==> config.mk <==
export PLATFORM = sky130hd
export DESIGN_NAME = vpe_alu
export DESIGN_NICKNAME = d
export VERILOG_FILES = /design/src/vpe_pkg.sv /design/src/vpe_alu.sv
export SDC_FILE = /design/constraint.sdc
export NUM_CORES = 1
export LEC_CHECK = 0
export ABC_AREA = 0
export BUFFER_PORTS_ARGS = -buffer_cell sky130_fd_sc_hd__clkbuf_2
export CORE_MARGIN = 1.5
export CORE_UTILIZATION = 53
export DETAILED_ROUTE_END_ITERATION = 7
export PLACE_DENSITY = 0.79
export SYNTH_ARGS = -nofsm -noshare
export SYNTH_HDL_FRONTEND = slang
export SYNTH_SLANG_ARGS = --single-unit
==> constraint.sdc <==
create_clock -name vclk -period 3.3
set_input_delay 0.165 -clock vclk [all_inputs]
set_output_delay 0.165 -clock vclk [all_outputs]
set_load 0.005 [all_outputs]
==> src/vpe_pkg.sv <==
// ----------------------------------------------------------------------------
// vpe_pkg
// types, codes and defaults of the vector processor execute block
// ----------------------------------------------------------------------------
package vpe_pkg;

  localparam int VECTOR_REGS_DEF      = 16;
  localparam int SCALAR_REGS_DEF      = 32;
  localparam int VECTOR_LENGTH_DEF    = 8;
  localparam int VECTOR_MEM_DEPTH_DEF = 256;
  localparam int SCALAR_MEM_DEPTH_DEF = 128;

  localparam int ELEM_BITS = 8;
  localparam int MAX_LANES = 8;

  // func field codes
  localparam logic [1:0] FUNC_EXEC  = 2'd0;
  localparam logic [1:0] FUNC_PRE_S = 2'd1;
  localparam logic [1:0] FUNC_PRE_V = 2'd2;

  typedef enum logic [3:0] {
    OP_XOR    = 4'd0,
    OP_ADD    = 4'd1,
    OP_SUB    = 4'd2,
    OP_ROTR   = 4'd3,
    OP_ROTL   = 4'd4,
    OP_SHR    = 4'd5,
    OP_SHL    = 4'd6,
    OP_VLOAD  = 4'd7,
    OP_VSTORE = 4'd8,
    OP_SLOAD  = 4'd9,
    OP_ADDI   = 4'd10,
    OP_SUBI   = 4'd11
  } op_e;

  typedef enum logic [1:0] {
    ST_OK     = 2'd0,
    ST_UNIMPL = 2'd1,
    ST_RANGE  = 2'd2
  } status_e;

  typedef enum logic [2:0] {
    ALU_XOR,
    ALU_ADD,
    ALU_SUB,
    ALU_SHR,
    ALU_SHL
  } alu_op_e;

  typedef struct packed {
    alu_op_e    op;
    logic       use_imm;
    logic [7:0] imm;
  } alu_ctrl_t;

  // byte mask of the active lanes
  function automatic logic [63:0] lane_mask(int vl);
    logic [63:0] m;
    m = '0;
    for (int i = 0; i < MAX_LANES; i++) begin
      if (i < vl) m[i*ELEM_BITS +: ELEM_BITS] = 8'hff;
    end
    return m;
  endfunction

endpackage

==> src/vpe_alu.sv <==
// ----------------------------------------------------------------------------
// vpe_alu
// lane-wise byte arithmetic: xor, add, sub and logical shifts
// ----------------------------------------------------------------------------
module vpe_alu #(
  parameter int VECTOR_LENGTH = vpe_pkg::VECTOR_LENGTH_DEF
) (
  input  vpe_pkg::alu_ctrl_t ctrl_i,
  input  logic [63:0]        a_i,
  input  logic [63:0]        b_i,
  output logic [63:0]        res_o
);

  // one independent byte per lane, inactive lanes read as zero
  always_comb begin
    logic [7:0] x;
    logic [7:0] y;
    logic [7:0] z;
    res_o = '0;
    for (int i = 0; i < vpe_pkg::MAX_LANES; i++) begin
      x = a_i[i*vpe_pkg::ELEM_BITS +: vpe_pkg::ELEM_BITS];
      y = ctrl_i.use_imm ? ctrl_i.imm : b_i[i*vpe_pkg::ELEM_BITS +: vpe_pkg::ELEM_BITS];
      case (ctrl_i.op)
        vpe_pkg::ALU_XOR: z = x ^ y;
        vpe_pkg::ALU_ADD: z = x + y;
        vpe_pkg::ALU_SUB: z = x - y;
        vpe_pkg::ALU_SHR: z = (ctrl_i.imm[7:3] != '0) ? 8'd0 : (x >> ctrl_i.imm[2:0]);
        vpe_pkg::ALU_SHL: z = (ctrl_i.imm[7:3] != '0) ? 8'd0 : (x << ctrl_i.imm[2:0]);
        default:          z = 8'd0;
      endcase
      if (i < VECTOR_LENGTH) res_o[i*vpe_pkg::ELEM_BITS +: vpe_pkg::ELEM_BITS] = z;
    end
  end

endmodule

==> run metrics <==
Slew Limit Fails=0; Peak VDD IR=105 uV; WP data required=3130 ps; post-synth top area share=13.6%; layout cells sized above 1=25.8%; drt pass-1 iters=6; IO buf count=204; Setup TNS=0 ps; met2 Use GR=57.0%; hold violation count in the final report=0; Starting Density=54.4%; most common cell in the netlist=nand2_1; Max Cap Viol=0; RSZ-0062 raised after global routing=no; fin crit period=3180 ps; Arr. time, crit path=3020 ps; Detailed Route WL=35.5 mm; Reg area=0 sq um; syn avg cell area=7.87 sq um; total grt overflow=0; Worst Tran Pin Value=992 ps; Pleak=0.00444 uW; Power Dens Cells=201 mW/mm^2; critical path, cell by cell=clkbuf_4 > buf_12 > and2_1 > a21oi_1 > xor2_1 > ha_1 > nor2b_1 > or3_1 > a21o_1 > o211ai_1 > clkbuf_2; die area=0.0186 sq mm; cell count after synthesis=1199; first-pass GRT wire length=54.2 mm; largest net degree at the start of global routing=132; seq_cells=0; crit end category=primary output; DR DRC count=0; synth top area cells=mux4_2 (14%), ha_1 (8.5%), xnor2_1 (8.4%); via count=11200; Top-Level Pins=204; synth cell count leaders=nand2_1 (116), xnor2_1 (91), o21ai_0 (87); CTS Hold Buffers Added=0; GRT Total Usage=36.9%; Worst path slowest cell=and2_1; core area=0.0174 sq mm; period utilization=96.5%; met3 Track Usage GR=7.35%; Final Setup Violations=0; met1 Resource Use GR=49.8%; Slowest Stage Delay on Critical Path=580 ps; chip height=136 um; Rows=48; cell type with the largest total area after synthesis=mux4_2; Seq/Total Area, Yosys=0%; outcome=completed; GR peak layer=met2; number of antenna violations at the first check in global routing=1; vias in the first global route=10100; Area Growth Syn to Fin=13.6%; Synth cell types=67; crit-path max FO=28; total power draw=2160 uW; clkbuf count=0; WL/cell=22.5 um; Max-Slew Margin vs Limit=33.8%; startpoint type of the worst setup path=input pin; Die X=136 um; critical path class=input pin to primary output; RD Place Congestion=0.985; DR iter-0 viols=1432; Via-to-Cell Ratio=7.06; Layout Nets=1568; DP HPWL=25.9 mm; Fmax achieved=0.314 GHz; synth warn=0; antenna-violating nets left=0; post-synth net total=1411; Hold Crit Class=input pin to primary output; synthesized area=0.00944 sq mm
## power by group
part | leakage [uW] | internal, uW | switching, uW
clock network | 0.00000000634 | 0.0000406 | 0
registers | 0 | 0 | 0
logic | 0.00444 | 985 | 1180
## layout make-up
| type | count | area, sq um |
|---|---|---|
| inverter | 38 | 145 |
| timing repair buffer | 263 | 1530 |
| tap | 225 | 282 |
| multi-input combinational | 1053 | 8770 |
| fill | 1576 | 6630 |
| antenna | 1 | 2.50 |
## path summary, 6_finish.rpt
kind / start / endpoint / slack, ps / cells after the start
setup / recovery: ctrl_i[8] / res_o[23] / 120 / 11
hold / removal: a_i[32] / res_o[32] / 830 / 5
## timing repair
item / 4_1_cts / 5_1_grt
setup buffers: 0 / 0
resized for setup: 0 / 7
endpoints found under the setup margin: 0 / 11
## through the flow
step | cell area (sq um) | std cells | util (%) | setup slack (ps) | hold WS, ps
floorplan | 9440 | 1199 | - | 5.73 | 526
global placement | 10700 | 1579 | 61.7 | 217 | 828
detailed placement | 10700 | 1579 | 61.7 | 119 | 831
CTS | 10700 | 1579 | 61.7 | 108 | 839
global route | 10700 | 1579 | 61.8 | 13.9 | 895
finish | 10700 | 1580 | 61.8 | 116 | 832
## layout by cell type (no fill, tap or decap), types with 9 or more instances in the layout
cell type / n
o221ai_1: 14
a32oi_1: 13
o2bb2ai_1: 11
a21oi_1: 72
mux2_2: 9
nor2_1: 55
xnor2_1: 91
ha_1: 64
inv_1: 37
o21a_1: 22
nor4_1: 14
mux2i_1: 58
a221oi_1: 42
nor2b_1: 29
clkbuf_2: 200
a21o_1: 19
nand2_1: 116
a31oi_1: 9
o211ai_1: 14
a21boi_0: 9
mux4_2: 57
o2111ai_1: 9
nor3_1: 28
buf_4: 57
a221o_1: 41
or3_1: 20
o21ai_0: 87
xor2_1: 32
## critical path: cells and delay by family
kind / cells / cell delay (ps)
simple gates: 3 / 1130
compound gates: 3 / 550
buf+inv: 3 / 540
fa+ha+maj: 1 / 320
xor+xnor: 1 / 300
## logic make-up after synthesis
kind of cell             after synthesis  synth area share (%)
XOR/XNOR                             123                  11.4
buffers and inverters                146                  7.65
AO/OA/AOI/OAI                        414                  31.3
AND/OR/NAND/NOR                      313                  16.7
adder cells (fa/ha/maj)               72                  10.2
multiplexers                         131                  22.8
## routing by layer
metal / vias up / share of wire, % / wire (um)
met5: - / 0 / 0
li1: 4983 / - / -
met1: 5148 / 38 / 13600
met3: 146 / 13 / 4590
met4: 0 / 4.5 / 1590
met2: 873 / 44 / 15700
Note: power is estimated with default switching activity, not from simulation.
